==> src/sv/bcr_pkg.sv <==
package bcr_pkg;

    // Field and register widths
    localparam int PERIOD_W   = 20;
    localparam int LOOP_REG_W = 9;
    localparam int BONUS_W    = 16;
    localparam int SNAP_W     = 24;
    localparam int GAIN_W     = 17;
    localparam int STEP_W     = 24;
    localparam int SERVER_W   = 40;
    localparam int PHASE_W    = 16;
    localparam int BEAT_OUT_W = 9;
    localparam int PROD_W     = SNAP_W + GAIN_W;
    localparam int DELTA_W    = PROD_W - 16;
    localparam int CFG_IDX_W  = 3;
    localparam int CFG_DATA_W = 24;
    localparam int S_TDATA_W  = 64;
    localparam int M_TDATA_W  = 32;

    // Configuration register indexes
    localparam logic [CFG_IDX_W-1:0] REG_BEAT_PERIOD    = 3'd0;
    localparam logic [CFG_IDX_W-1:0] REG_LOOP_BEATS     = 3'd1;
    localparam logic [CFG_IDX_W-1:0] REG_BONUS_WINDOW   = 3'd2;
    localparam logic [CFG_IDX_W-1:0] REG_SNAP_THRESHOLD = 3'd3;
    localparam logic [CFG_IDX_W-1:0] REG_DRIFT_GAIN     = 3'd4;

    // Register reset values
    localparam logic [PERIOD_W-1:0]   RST_BEAT_PERIOD    = 20'd32768;
    localparam logic [LOOP_REG_W-1:0] RST_LOOP_BEATS     = 9'd16;
    localparam logic [BONUS_W-1:0]    RST_BONUS_WINDOW   = 16'd13107;
    localparam logic [SNAP_W-1:0]     RST_SNAP_THRESHOLD = 24'd65536;
    localparam logic [GAIN_W-1:0]     RST_DRIFT_GAIN     = 17'd6554;

    // Input mode codes
    localparam logic MODE_TICK = 1'b0;
    localparam logic MODE_SYNC = 1'b1;

    // Datapath operations
    typedef enum logic [3:0] {
        OP_NOP,
        OP_ADD,
        OP_ERR,
        OP_MUL,
        OP_SYNC,
        OP_DIV_INIT,
        OP_DIV_STEP,
        OP_BEAT,
        OP_PH_STEP
    } op_t;

    typedef enum logic [1:0] {
        CNT_NONE,
        CNT_DIV,
        CNT_PHASE
    } cnt_sel_t;

    typedef enum logic [1:0] {
        JMP_NONE,
        JMP_ALWAYS,
        JMP_SYNC
    } jmp_t;

    typedef logic [3:0] pc_t;

    typedef struct packed {
        op_t      op;
        cnt_sel_t cnt;
        logic     loop;
        jmp_t     jmp;
        pc_t      target;
        logic     last;
    } ctl_t;

    typedef struct packed {
        logic [PERIOD_W-1:0] period;   // zero already mapped to one
        logic [BONUS_W-1:0]  bonus;
        logic [SNAP_W-1:0]   snap;
        logic [GAIN_W-1:0]   gain;
    } cfg_t;

    typedef struct packed {
        logic [BEAT_OUT_W-1:0] beat_index;
        logic                  beat_fired;
        logic [PHASE_W-1:0]    beat_phase;
    } res_t;

    // Program addresses
    localparam pc_t S_ENTRY = 4'd0;
    localparam pc_t S_ADD   = 4'd1;
    localparam pc_t S_DIVI  = 4'd2;
    localparam pc_t S_DIVS  = 4'd3;
    localparam pc_t S_BEAT  = 4'd4;
    localparam pc_t S_PHS   = 4'd5;
    localparam pc_t S_DONE  = 4'd6;
    localparam pc_t S_ERR   = 4'd7;
    localparam pc_t S_MUL   = 4'd8;
    localparam pc_t S_SYNC  = 4'd9;

    localparam ctl_t CTL_IDLE = '{OP_NOP, CNT_NONE, 1'b0, JMP_NONE, S_ENTRY, 1'b0};

    // Microcode ROM
    function automatic ctl_t ucode(input pc_t pc);
        ctl_t cw;
        cw = CTL_IDLE;
        case (pc)
            S_ENTRY:
            begin
                cw.jmp    = JMP_SYNC;
                cw.target = S_ERR;
            end
            S_ADD:   cw.op = OP_ADD;
            S_DIVI:
            begin
                cw.op  = OP_DIV_INIT;
                cw.cnt = CNT_DIV;
            end
            S_DIVS:
            begin
                cw.op   = OP_DIV_STEP;
                cw.loop = 1'b1;
            end
            S_BEAT:
            begin
                cw.op  = OP_BEAT;
                cw.cnt = CNT_PHASE;
            end
            S_PHS:
            begin
                cw.op   = OP_PH_STEP;
                cw.loop = 1'b1;
            end
            S_DONE:  cw.last = 1'b1;
            S_ERR:   cw.op = OP_ERR;
            S_MUL:   cw.op = OP_MUL;
            S_SYNC:
            begin
                cw.op     = OP_SYNC;
                cw.jmp    = JMP_ALWAYS;
                cw.target = S_DIVI;
            end
            default: cw.last = 1'b1;
        endcase
        return cw;
    endfunction

endpackage

==> src/sv/bcr_seq.sv <==
module bcr_seq #(
    parameter int TIME_BITS = 40
) (
    input  logic          clk,
    input  logic          rst_n,
    input  logic          start,
    input  logic          is_sync,
    input  logic          hold,
    output logic          busy,
    output bcr_pkg::ctl_t ctl
);
    import bcr_pkg::*;

    localparam int CW = $clog2(TIME_BITS);

    logic          busy_reg, busy_next;
    pc_t           pc_reg, pc_next;
    logic [CW-1:0] cnt_reg, cnt_next;
    ctl_t          cw;

    assign cw = ucode(pc_reg);

    // next state
    always_comb
    begin
        busy_next = busy_reg;
        pc_next   = pc_reg;
        cnt_next  = cnt_reg;
        if (!busy_reg)
        begin
            if (start)
            begin
                busy_next = 1'b1;
                pc_next   = S_ENTRY;
            end
        end
        else if (cw.loop && cnt_reg != '0)
        begin
            cnt_next = cnt_reg - CW'(1);
        end
        else
        begin
            case (cw.cnt)
                CNT_DIV:   cnt_next = CW'(TIME_BITS - 1);
                CNT_PHASE: cnt_next = CW'(PHASE_W - 1);
                default:   cnt_next = cnt_reg;
            endcase
            if (cw.last)
            begin
                if (!hold)
                    busy_next = 1'b0;
            end
            else if (cw.jmp == JMP_ALWAYS || (cw.jmp == JMP_SYNC && is_sync))
                pc_next = cw.target;
            else
                pc_next = pc_reg + pc_t'(1);
        end
    end

    // outputs
    always_comb
    begin
        busy = busy_reg;
        ctl  = busy_reg ? cw : CTL_IDLE;
    end

    always_ff @(posedge clk or negedge rst_n)
    begin
        if (!rst_n)
        begin
            busy_reg <= 1'b0;
            pc_reg   <= S_ENTRY;
            cnt_reg  <= '0;
        end
        else
        begin
            busy_reg <= busy_next;
            pc_reg   <= pc_next;
            cnt_reg  <= cnt_next;
        end
    end

endmodule

==> src/sv/bcr_dpath.sv <==
module bcr_dpath #(
    parameter int TIME_BITS      = 40,
    parameter int MAX_LOOP_BEATS = 256,
    parameter int LOOP_CAP       = (MAX_LOOP_BEATS < 511) ? MAX_LOOP_BEATS : 511,
    parameter int LW             = $clog2(LOOP_CAP + 1)
) (
    input  logic                            clk,
    input  logic                            rst_n,
    input  logic                            start,
    input  logic                            mode,
    input  logic [bcr_pkg::STEP_W-1:0]      time_step,
    input  logic [bcr_pkg::SERVER_W-1:0]    server_position,
    input  bcr_pkg::cfg_t                   cfg,
    input  logic [LW-1:0]                   loop_len,
    input  bcr_pkg::ctl_t                   ctl,
    output logic                            is_sync,
    output bcr_pkg::res_t                   res
);
    import bcr_pkg::*;

    localparam int TB  = TIME_BITS;
    localparam int XW  = ((TB > SERVER_W) ? TB : SERVER_W) + 2;
    localparam int MW  = $clog2(LOOP_CAP);
    localparam int BW  = MW + 1;
    localparam int BXW = (BW > BEAT_OUT_W) ? BW : BEAT_OUT_W;

    localparam logic signed [XW-1:0] TMAX_X = {{(XW-TB+1){1'b0}}, {(TB-1){1'b1}}};
    localparam logic signed [XW-1:0] TMIN_X = {{(XW-TB+1){1'b1}}, {(TB-1){1'b0}}};

    function automatic logic signed [TB-1:0] sat_t(input logic signed [XW-1:0] x);
        logic signed [XW-1:0] y;
        y = x;
        if (x > TMAX_X)
            y = TMAX_X;
        else if (x < TMIN_X)
            y = TMIN_X;
        return y[TB-1:0];
    endfunction

    // item latches
    logic                   mode_reg;
    logic [STEP_W-1:0]      step_reg;
    logic [SERVER_W-1:0]    server_reg;
    logic                   fired_reg;

    // architectural state
    logic signed [TB-1:0]   song_reg, song_next;
    logic signed [BW-1:0]   cur_beat_reg;
    logic signed [BW-1:0]   fired_beat_reg;
    logic                   fired_valid_reg;

    // work registers
    logic signed [TB-1:0]   srv_reg;
    logic                   snap_reg;
    logic                   up_reg;
    logic [SNAP_W-1:0]      mag_reg;
    logic [PROD_W-1:0]      prod_reg;
    logic [TB-1:0]          a_reg;
    logic [PERIOD_W-1:0]    r_reg;
    logic [MW-1:0]          m_reg;
    logic                   neg_reg;
    logic [PHASE_W-1:0]     phase_reg;

    logic signed [XW-1:0]   song_x, step_x, server_x, err_x, mag_x, delta_x;
    logic signed [TB-1:0]   srv_sat;
    logic [TB-1:0]          song_u, song_abs;
    logic [PERIOD_W:0]      p_x, div_rs, div_diff, ph_rs, ph_diff;
    logic                   div_ge, ph_ge;
    logic [MW:0]            ms, loop_x;
    logic signed [BW-1:0]   m_s, beat_new;
    logic                   fire_now;
    logic signed [BXW-1:0]  beat_x;

    always_comb
    begin
        song_x   = {{(XW-TB){song_reg[TB-1]}}, song_reg};
        step_x   = {{(XW-STEP_W){1'b0}}, step_reg};
        server_x = {{(XW-SERVER_W){server_reg[SERVER_W-1]}}, server_reg};
        srv_sat  = sat_t(server_x);
        err_x    = {{(XW-TB){srv_sat[TB-1]}}, srv_sat} - song_x;
        mag_x    = err_x[XW-1] ? -err_x : err_x;
        delta_x  = {{(XW-DELTA_W){1'b0}}, prod_reg[PROD_W-1:16]};

        song_u   = song_reg;
        song_abs = song_reg[TB-1] ? (~song_u + TB'(1)) : song_u;

        // one restoring step of |song_time| / period, remainder of quotient mod loop
        p_x      = {1'b0, cfg.period};
        div_rs   = {r_reg, a_reg[TB-1]};
        div_diff = div_rs - p_x;
        div_ge   = (div_rs >= p_x);
        loop_x   = (MW+1)'(loop_len);
        ms       = {m_reg, div_ge};

        // one step of the phase fraction
        ph_rs    = {r_reg, 1'b0};
        ph_diff  = ph_rs - p_x;
        ph_ge    = (ph_rs >= p_x);

        m_s      = $signed({1'b0, m_reg});
        beat_new = neg_reg ? -m_s : m_s;
        fire_now = (r_reg < PERIOD_W'(cfg.bonus))
                 && (!fired_valid_reg || beat_new != fired_beat_reg);

        song_next = song_reg;
        case (ctl.op)
            OP_ADD:  song_next = sat_t(song_x + step_x);
            OP_SYNC:
            begin
                if (snap_reg)
                    song_next = srv_reg;
                else if (up_reg)
                    song_next = sat_t(song_x + delta_x);
                else
                    song_next = sat_t(song_x - delta_x);
            end
            default: song_next = song_reg;
        endcase
    end

    // state that reset clears
    always_ff @(posedge clk or negedge rst_n)
    begin
        if (!rst_n)
        begin
            song_reg        <= '0;
            cur_beat_reg    <= '0;
            fired_beat_reg  <= '0;
            fired_valid_reg <= 1'b0;
        end
        else
        begin
            song_reg <= song_next;
            if (ctl.op == OP_BEAT && mode_reg == MODE_TICK)
            begin
                cur_beat_reg <= beat_new;
                if (fire_now)
                begin
                    fired_beat_reg  <= beat_new;
                    fired_valid_reg <= 1'b1;
                end
            end
        end
    end

    // payload and work registers
    always_ff @(posedge clk)
    begin
        if (start)
        begin
            mode_reg   <= mode;
            step_reg   <= time_step;
            server_reg <= server_position;
            fired_reg  <= 1'b0;
        end
        case (ctl.op)
            OP_ERR:
            begin
                srv_reg  <= srv_sat;
                up_reg   <= ~err_x[XW-1];
                snap_reg <= (mag_x > {{(XW-SNAP_W){1'b0}}, cfg.snap});
                mag_reg  <= mag_x[SNAP_W-1:0];
            end
            OP_MUL:  prod_reg <= mag_reg * cfg.gain;
            OP_DIV_INIT:
            begin
                a_reg   <= song_abs;
                r_reg   <= '0;
                m_reg   <= '0;
                neg_reg <= song_reg[TB-1];
            end
            OP_DIV_STEP:
            begin
                a_reg <= {a_reg[TB-2:0], 1'b0};
                r_reg <= div_ge ? div_diff[PERIOD_W-1:0] : div_rs[PERIOD_W-1:0];
                m_reg <= (ms >= loop_x) ? MW'(ms - loop_x) : ms[MW-1:0];
            end
            OP_BEAT:
            begin
                if (mode_reg == MODE_TICK && fire_now)
                    fired_reg <= 1'b1;
                if (neg_reg && r_reg != '0)
                    r_reg <= cfg.period - r_reg;
            end
            OP_PH_STEP:
            begin
                r_reg     <= ph_ge ? ph_diff[PERIOD_W-1:0] : ph_rs[PERIOD_W-1:0];
                phase_reg <= {phase_reg[PHASE_W-2:0], ph_ge};
            end
            default: ;
        endcase
    end

    assign is_sync = (mode_reg == MODE_SYNC);
    assign beat_x  = BXW'(cur_beat_reg);

    always_comb
    begin
        res.beat_index = beat_x[BEAT_OUT_W-1:0];
        res.beat_fired = fired_reg;
        res.beat_phase = phase_reg;
    end

endmodule

==> src/sv/beat_clock_with_resync_top.sv <==
// Beat clock with server resync.
//
// Input stream (s_*): one word per item. s_tuser is the mode (tick or sync);
// s_tdata carries time_step and server_position. A tick advances the signed
// Q.16 song time and recomputes the beat; a sync snaps or eases the song time
// toward the server position. Every word produces exactly one output word on
// m_* with beat_index, beat_fired and beat_phase.
// Configuration: cfg_we/cfg_index/cfg_data write one register per cycle,
// no read-back; write only while no item is in flight.
// Timing: a microcoded sequencer steps a shared restoring divider one bit per
// cycle (TIME_BITS steps for the beat count, 16 for the phase); the result is
// loaded into the output register in the done state that follows the last step.
// One item is in work at a time: s_tready is low while the sequencer runs.
// The next item is accepted while the previous result still waits on m_*.
// Stall: if the output register is still full at the last step, the sequencer
// holds there until m_tready frees it; nothing is dropped.
// Reset: song time, beat, fired-beat memory cleared; registers to defaults.
module beat_clock_with_resync_top #(
    parameter int TIME_BITS      = 40,
    parameter int MAX_LOOP_BEATS = 256
) (
    input  logic                              clk,
    input  logic                              rst_n,
    // input stream
    input  logic                              s_tvalid,
    output logic                              s_tready,
    input  logic [bcr_pkg::S_TDATA_W-1:0]     s_tdata,   // time_step[23:0], server_position[63:24]
    input  logic                              s_tuser,   // mode
    // output stream
    output logic                              m_tvalid,
    input  logic                              m_tready,
    output logic [bcr_pkg::M_TDATA_W-1:0]     m_tdata,   // beat_index[8:0], beat_fired[9],
                                                         // beat_phase[25:10], zero[31:26]
    // configuration
    input  logic                              cfg_we,
    input  logic [bcr_pkg::CFG_IDX_W-1:0]     cfg_index,
    input  logic [bcr_pkg::CFG_DATA_W-1:0]    cfg_data
);
    import bcr_pkg::*;

    localparam int LOOP_CAP = (MAX_LOOP_BEATS < 511) ? MAX_LOOP_BEATS : 511;
    localparam int LW       = $clog2(LOOP_CAP + 1);

    // configuration registers
    logic [PERIOD_W-1:0]   beat_period_reg;
    logic [LOOP_REG_W-1:0] loop_beats_reg;
    logic [BONUS_W-1:0]    bonus_window_reg;
    logic [SNAP_W-1:0]     snap_threshold_reg;
    logic [GAIN_W-1:0]     drift_gain_reg;

    // output word register
    logic                  m_tvalid_reg, m_tvalid_next;
    res_t                  res_reg;

    logic                  start, busy, hold, out_load, is_sync;
    ctl_t                  ctl;
    cfg_t                  cfg;
    logic [LW-1:0]         loop_eff;
    res_t                  res;

    always_ff @(posedge clk or negedge rst_n)
    begin
        if (!rst_n)
        begin
            beat_period_reg    <= RST_BEAT_PERIOD;
            loop_beats_reg     <= RST_LOOP_BEATS;
            bonus_window_reg   <= RST_BONUS_WINDOW;
            snap_threshold_reg <= RST_SNAP_THRESHOLD;
            drift_gain_reg     <= RST_DRIFT_GAIN;
        end
        else if (cfg_we)
        begin
            case (cfg_index)
                REG_BEAT_PERIOD:    beat_period_reg    <= cfg_data[PERIOD_W-1:0];
                REG_LOOP_BEATS:     loop_beats_reg     <= cfg_data[LOOP_REG_W-1:0];
                REG_BONUS_WINDOW:   bonus_window_reg   <= cfg_data[BONUS_W-1:0];
                REG_SNAP_THRESHOLD: snap_threshold_reg <= cfg_data[SNAP_W-1:0];
                REG_DRIFT_GAIN:     drift_gain_reg     <= cfg_data[GAIN_W-1:0];
                default: ;  // unmapped index, ignored
            endcase
        end
    end

    // effective period and loop length: zero maps to one, loop clamps to cap
    always_comb
    begin
        cfg.period = (beat_period_reg == '0) ? PERIOD_W'(1) : beat_period_reg;
        cfg.bonus  = bonus_window_reg;
        cfg.snap   = snap_threshold_reg;
        cfg.gain   = drift_gain_reg;
        if (loop_beats_reg == '0)
            loop_eff = LW'(1);
        else if ({1'b0, loop_beats_reg} > 10'(LOOP_CAP))
            loop_eff = LW'(LOOP_CAP);
        else
            loop_eff = LW'(loop_beats_reg);
    end

    // handshake
    assign s_tready = ~busy;
    assign start    = s_tvalid & ~busy;
    assign hold     = m_tvalid_reg & ~m_tready;
    assign out_load = ctl.last & ~hold;

    bcr_seq #(
        .TIME_BITS (TIME_BITS)
    ) u_seq (
        .clk     (clk),
        .rst_n   (rst_n),
        .start   (start),
        .is_sync (is_sync),
        .hold    (hold),
        .busy    (busy),
        .ctl     (ctl)
    );

    bcr_dpath #(
        .TIME_BITS      (TIME_BITS),
        .MAX_LOOP_BEATS (MAX_LOOP_BEATS),
        .LOOP_CAP       (LOOP_CAP),
        .LW             (LW)
    ) u_dpath (
        .clk             (clk),
        .rst_n           (rst_n),
        .start           (start),
        .mode            (s_tuser),
        .time_step       (s_tdata[STEP_W-1:0]),
        .server_position (s_tdata[STEP_W+SERVER_W-1:STEP_W]),
        .cfg             (cfg),
        .loop_len        (loop_eff),
        .ctl             (ctl),
        .is_sync         (is_sync),
        .res             (res)
    );

    always_comb
    begin
        m_tvalid_next = m_tvalid_reg;
        if (out_load)
            m_tvalid_next = 1'b1;
        else if (m_tready)
            m_tvalid_next = 1'b0;
    end

    always_ff @(posedge clk or negedge rst_n)
    begin
        if (!rst_n)
            m_tvalid_reg <= 1'b0;
        else
            m_tvalid_reg <= m_tvalid_next;
    end

    always_ff @(posedge clk)
    begin
        if (out_load)
            res_reg <= res;
    end

    assign m_tvalid = m_tvalid_reg;
    assign m_tdata  = {{(M_TDATA_W-BEAT_OUT_W-1-PHASE_W){1'b0}},
                       res_reg.beat_phase, res_reg.beat_fired, res_reg.beat_index};

endmodule
==> config.mk <==
export PLATFORM = sky130hd
export DESIGN_NAME = beat_clock_with_resync_top
export DESIGN_NICKNAME = d
export VERILOG_FILES = /design/src/sv/bcr_pkg.sv /design/src/sv/bcr_seq.sv /design/src/sv/bcr_dpath.sv /design/src/sv/beat_clock_with_resync_top.sv
export SDC_FILE = /design/constraint.sdc
export NUM_CORES = 2
export LEC_CHECK = 0
export ABC_AREA = 1
export BUFFER_PORTS_ARGS = -buffer_cell sky130_fd_sc_hd__buf_4
export CAP_MARGIN = 20
export CORE_AREA = 2 2 291 293
export CTS_BUF_LIST = sky130_fd_sc_hd__clkbuf_2 sky130_fd_sc_hd__clkbuf_4 sky130_fd_sc_hd__clkbuf_8
export DETAILED_ROUTE_END_ITERATION = 16
export DIE_AREA = 0 0 293 295
export PLACE_DENSITY = 0.71
export SYNTH_ARGS = -nofsm -noshare
export SYNTH_HDL_FRONTEND = slang
export SYNTH_SLANG_ARGS = --single-unit
==> constraint.sdc <==
create_clock -name clk -period 9 [get_ports clk]
set_clock_uncertainty 0.05 [all_clocks]
set_input_delay 2.7 -clock clk [delete_from_list [all_inputs] [get_ports clk]]
set_output_delay 2.7 -clock clk [all_outputs]
set_load 0.005 [all_outputs]
Word-level counts from Yosys, hierarchy flattened --
Index checks and enable logic that the tools add are counted.
Cells by class: muxes and demuxes 47, bitwise gates (word level) 9, reduce and logical (&&, ||, !) cells 32, add/subtract/negate cells 13, magnitude comparators 14, equal/unequal tests 28, multipliers 1
Operators with widths (count):
- $mux W40 | 11
- $pmux W40 S2 | 2
- $gt A41 B40 Y1 const B | 3
- $lt A41 B40 Y1 const B | 3
- $mux W20 | 4
- $pmux W20 S4 | 1
- $sub A20 B20 Y20 | 3
- $ge A21 B20 Y1 | 2
- $gt A42 B24 Y1 | 1
- $mux W42 | 1
- $neg A42 Y42 | 1
- $add A40 B25 Y41 | 1
- $add A40 B26 Y41 | 1
- $mul A24 B17 Y41 | 1
- $sub A40 B26 Y41 | 1
- $sub A40 B40 Y41 | 1
- $add A40 B1 Y40 const B | 1
- $gt A40 B40 Y1 const B | 1
- $lt A40 B40 Y1 const B | 1
- $not A40 Y40 | 1
- $pmux W4 S8 | 1
- $eq A4 B3 Y1 const B | 7
- $mux W9 | 3
- $pmux W6 S2 | 2
- 42 further kinds | 90
Storage, ports and cells: logic and storage cells 174, register bits 441, output and inout bits 34

Longest topological paths before layout --
depth in word-level cells 9, mapped depth 38

Hierarchy --
From an unflattened synthesis, not the netlist that was laid out.
Second synthesis, totals: cell total of the unflattened synthesis 6167, area total of the unflattened synthesis 45999.1 um^2
Modules (own cells, without submodules):
- bcr_dpath | sequential area each 8733.4 um^2, cells each 5603, area an instance 40617.7 um^2, times used 1
- beat_clock_with_resync_top | sequential area each 2980.4 um^2, cells each 416, area an instance 4342.9 um^2, times used 1
- bcr_seq | sequential area each 275.3 um^2, cells each 148, area an instance 1038.5 um^2, times used 1

Worst setup path after synthesis --
OpenSTA, ideal clock, no wires.
path kind reg-to-reg, start reg drift_gain_reg[7], end reg u_dpath.prod_reg[39], data pin, cell stages (with the launch flop) 27, path slack 2.616 ns, period minus slack after synthesis 6.384 ns, data arrival time 6.068 ns, buffers on the path 2, cells stage by stage dfstp_2 -> clkbuf_1 -> clkbuf_1 -> nand2_1 -> fa_1 -> inv_1 -> fa_1 -> inv_1 -> fa_1 -> inv_1 -> fa_1 -> inv_1 -> fa_1 -> inv_1 -> fa_1 -> ha_1 -> a21oi_1 -> o21ai_0 -> a21oi_1 -> o21ai_0 -> a21oi_1 -> o21ai_0 -> nand2_1 -> nand2_1 -> a21oi_1 -> o221ai_1 -> xor2_1
On the way: longest elaborated chain between the ends 1
RTL lines:
- from (decl) | line beat_clock_with_resync_top.sv:49 | logic [GAIN_W-1:0] drift_gain_reg;
- from (signal assigned) | line beat_clock_with_resync_top.sv:78 | REG_DRIFT_GAIN: drift_gain_reg <= cfg_data[GAIN_W-1:0];
- $mul A24 B17 Y41 | line bcr_dpath.sv:164 | OP_MUL: prod_reg <= mag_reg * cfg.gain;
- to (signal assigned) | line bcr_dpath.sv:164
- to (decl) | line bcr_dpath.sv:57 | logic [PROD_W-1:0] prod_reg;
Every way passes these cells. A chain may end at the register's enable or synchronous reset.

Worst setup path in the final report --
start reg drift_gain_reg[6], end reg u_dpath.prod_reg[39], data pin
The elaborated chain is that of the path after synthesis.

==> impl_metrics.env <==
export IMPL_status="finished clean"
export IMPL_ys_types=72
export IMPL_clkLatencyLatePin_ns=0.74
export IMPL_cts_tree="yes"
export IMPL_fin_crit_ns=7.15
export IMPL_synth_ff_type="edfxtp_1"
export IMPL_hold_buffers=0
export IMPL_grt_overflow=0
export IMPL_ff2ff_setup_slack_ns=1.85
export IMPL_crit_type="register to register"
export IMPL_rsz0062_at_grt="no"
export IMPL_core_area_um2=83200
export IMPL_worst_pin_slew_ns=1.25
export IMPL_synth_warnings=0
export IMPL_grt_pass1_wl_mm=232
export IMPL_maxSlewHeadroom_pct=15.8
export IMPL_h_tree_depth=3
export IMPL_crit_path_cell_trace="nand2_1 > fa_1 > inv_1 > fa_1 > inv_1 > fa_1 > inv_1 > fa_1 > fa_1 > fa_1 > ha_1 > a21oi_1 > o21ai_0 > a21oi_1 > o21ai_0 > a21oi_1 > o21ai_0 > nand2_1 > nand2_1 > a21oi_1 > o221ai_1 > xor2_1"
export IMPL_seq_area_frac_synth_pct=26.3
export IMPL_via_per_inst=5.66
export IMPL_ys_seq_elements=425
export IMPL_numClockSinks=425
export IMPL_drc=0
export IMPL_synth_async_reset_ratio_pct=36.9
export IMPL_wirelength_mm=152
export IMPL_antenna_found_initial=6
export IMPL_route_detailed_wl_per_inst_um=21.1
export IMPL_vias=40900
export IMPL_dieArea_um2=86400
export IMPL_dpl_cell_area_um2=47100
export IMPL_critPathCaptureType="register"
export IMPL_drive_gt1_share_pct=7.80
export IMPL_syn_area_um2=45600
export IMPL_area_growth_pct=7.15
export IMPL_postRouteAntennaNets=0
export IMPL_netlist_instances=6113
export IMPL_avgSynthCellArea_um2=7.46
export IMPL_fmax_ghz=0.140
export IMPL_drt_iter0_drc=4052
export IMPL_hold_viol=0
export IMPL_critPathLaunchType="register"
export IMPL_firstDrtPassIters=6
export IMPL_crit_top_cell="fa_1"
export IMPL_root_buffer="clkbuf_8"
export IMPL_arrival_ns=7.58
export IMPL_clockBufferDepth=3
export IMPL_critPathSlowestCell="dfrtp_1"
export IMPL_io_pins=131
export IMPL_nets=6842
export IMPL_cpPeakStageDelay_ns=0.96
export IMPL_synth_edff_count=267
export IMPL_ctsResizeCount=0
export IMPL_track_usage_pct=35.4
export IMPL_maxSlewViolCount=0
export IMPL_clk_pin_slew_ns=0.06
export IMPL_whs_path_depth=0
export IMPL_path_max_fanout=25
export IMPL_dp_hpwl_mm=122
export IMPL_grt_pass1_vias=39600
export IMPL_finalCritPeriodShare_pct=79.5
export IMPL_fin_area_um2=48900
export IMPL_die_y_um=295
export IMPL_place_congestion=1.02
export IMPL_worstRegToRegCells=22
export IMPL_fp_row_count=106
export IMPL_start_util_pct=54.8
export IMPL_numCtsBuffers=80
export IMPL_hold_class="register to register"
export IMPL_setup_viol=0
export IMPL_cts_setup_buffers=0
export IMPL_grt_max_degree=84
export IMPL_cp_required_ns=9.43
export IMPL_fin_tns_setup_ns=0
export IMPL_cap_violations=0
export IMPL_io_buffer_count=124
export IMPL_die_w_um=293
-- cells in the mapped netlist, types with 7 or more instances --
cell type  count  share of area, %
buf_4         12              0.20
buf_1         14              0.12
nor4_1        19              0.26
dfstp_2       18               1.0
xor2_1       190               3.6
nand2_1     1528                13
o21bai_1      16              0.26
buf_2         34              0.37
nor2_1       489               4.0
a21oi_1      348               3.8
clkinv_1       9             0.074
nand3b_1       9              0.15
o211ai_1      43              0.71
o31ai_1        9              0.15
a21o_1        17              0.28
nor3_1        52              0.57
fa_1         335                15
xnor2_1       39              0.75
ha_1         325               8.9
inv_1       1102               9.1
buf_6          7              0.17
inv_2         23              0.19
edfxtp_1     267                18
nor3_2         8              0.18
o21ai_2       12              0.23
a22oi_1        7              0.12
or2_2         13              0.18
nand2_2       35              0.48
nand4_1       60              0.82
nand3_1      230               2.5
nor2_4         9              0.22
a31oi_1       21              0.29
nor2_2        34              0.47
o21ai_1       24              0.26
a211oi_1       9              0.15
clkbuf_1     207               1.7
dfrtp_1      139               7.6
o21ai_0      321               3.5
-- layer usage --
layer | track usage [%] | part of all wire [%] | vias to the layer above
li1 | - | - | 19200
met1 | 51.0 | 44 | 19700
met2 | 54.5 | 43 | 1796
met3 | 5.35 | 9.1 | 281
met4 | 12.3 | 3.5 | 0
met5 | 0 | 0 | -
-- final timing paths --
check | startpoint | endpoint
max | drift_gain_reg[6] | u_dpath.prod_reg[39]
min | u_dpath.fired_reg | m_tdata[9]
max reg2reg | drift_gain_reg[6] | u_dpath.prod_reg[39]
min reg2reg | u_dpath.fired_reg | m_tdata[9]
max in group asynchronous | rst_n | u_dpath.song_reg[26]
min in group asynchronous | rst_n | beat_period_reg[18]
-- layout by cell type, fill, tap and decap left out, types with 6 or more instances in the layout --
cell      instances
and3_1            6
clkbuf_4         18
clkinv_2         11
edfxtp_1        267
fa_1            335
conb_1            6
clkinv_1         21
nand3_2           7
or2_2            13
a21oi_1         347
dfrtp_1         139
o21ai_0         321
buf_4           155
a21o_1           17
dfstp_2          18
clkbuf_8         94
a22oi_1           7
nor2_1          482
nor4_1           19
a31oi_1          21
nor3_1           52
nand2_2          35
inv_1          1101
xor2_1          190
o211ai_1         43
xnor2_1          39
nor2_2           37
nand3b_1          9
nor2_4           13
o31ai_1           9
nand3_1         229
o21ai_1          24
ha_1            325
nand2_1        1528
o21ai_2          12
a211oi_1          9
o21bai_1         16
nor3_2            8
inv_2            24
nand4_1          60
-- area by class of cell --
class / count / area, um2
Tap cell: 1080 / 1350
Clock inverter: 35 / 285
Inverter: 1134 / 4260
Clock buffer: 112 / 1430
Antenna cell: 4 / 10.0
Multi-Input combinational cell: 4283 / 28300
Timing Repair Buffer: 161 / 1280
Fill cell: 7908 / 34300
Sequential cell: 425 / 12000
-- metrics by stage --
step                      utilization, %  setup slack, ns  cells  hold WS, ns
final                               58.8             1.85   7234        0.383
after detailed placement            56.6             1.92   7079        0.366
after floorplan                        -             2.62   6118        0.350
after CTS                           58.6             1.89   7226        0.385
after global routing                58.8             1.39   7233        0.397
after global placement              56.6             2.00   7078        0.352
-- kinds of logic (layout without fill, tap and decap cells) --
family          after synthesis  in the layout  synth area share (%)
other cells                   1             10               0.00822
xor+xnor                    230            230                  4.43
fa+ha+maj                   660            660                  23.6
flops                       425            425                  26.3
simple gates               2510           2510                  23.0
compound gates              877            877                  10.7
buf+inv                    1410           1442                  11.9
-- critical path: cells and delay by family (launching register included) --
family / cells / cell delay [ns]
adders and majority gates: 7 / 3.51
buffers and inverters: 3 / 0.15
and+or+nand+nor: 3 / 0.41
xor gates and xnor gates: 1 / 0.17
AOI/OAI and AO/OA: 8 / 1.62
DFF: 1 / 0.96
Power is left out: the tool's default activity adds up to more than one toggle a clock period on the data nets, which glitch-free logic cannot reach.
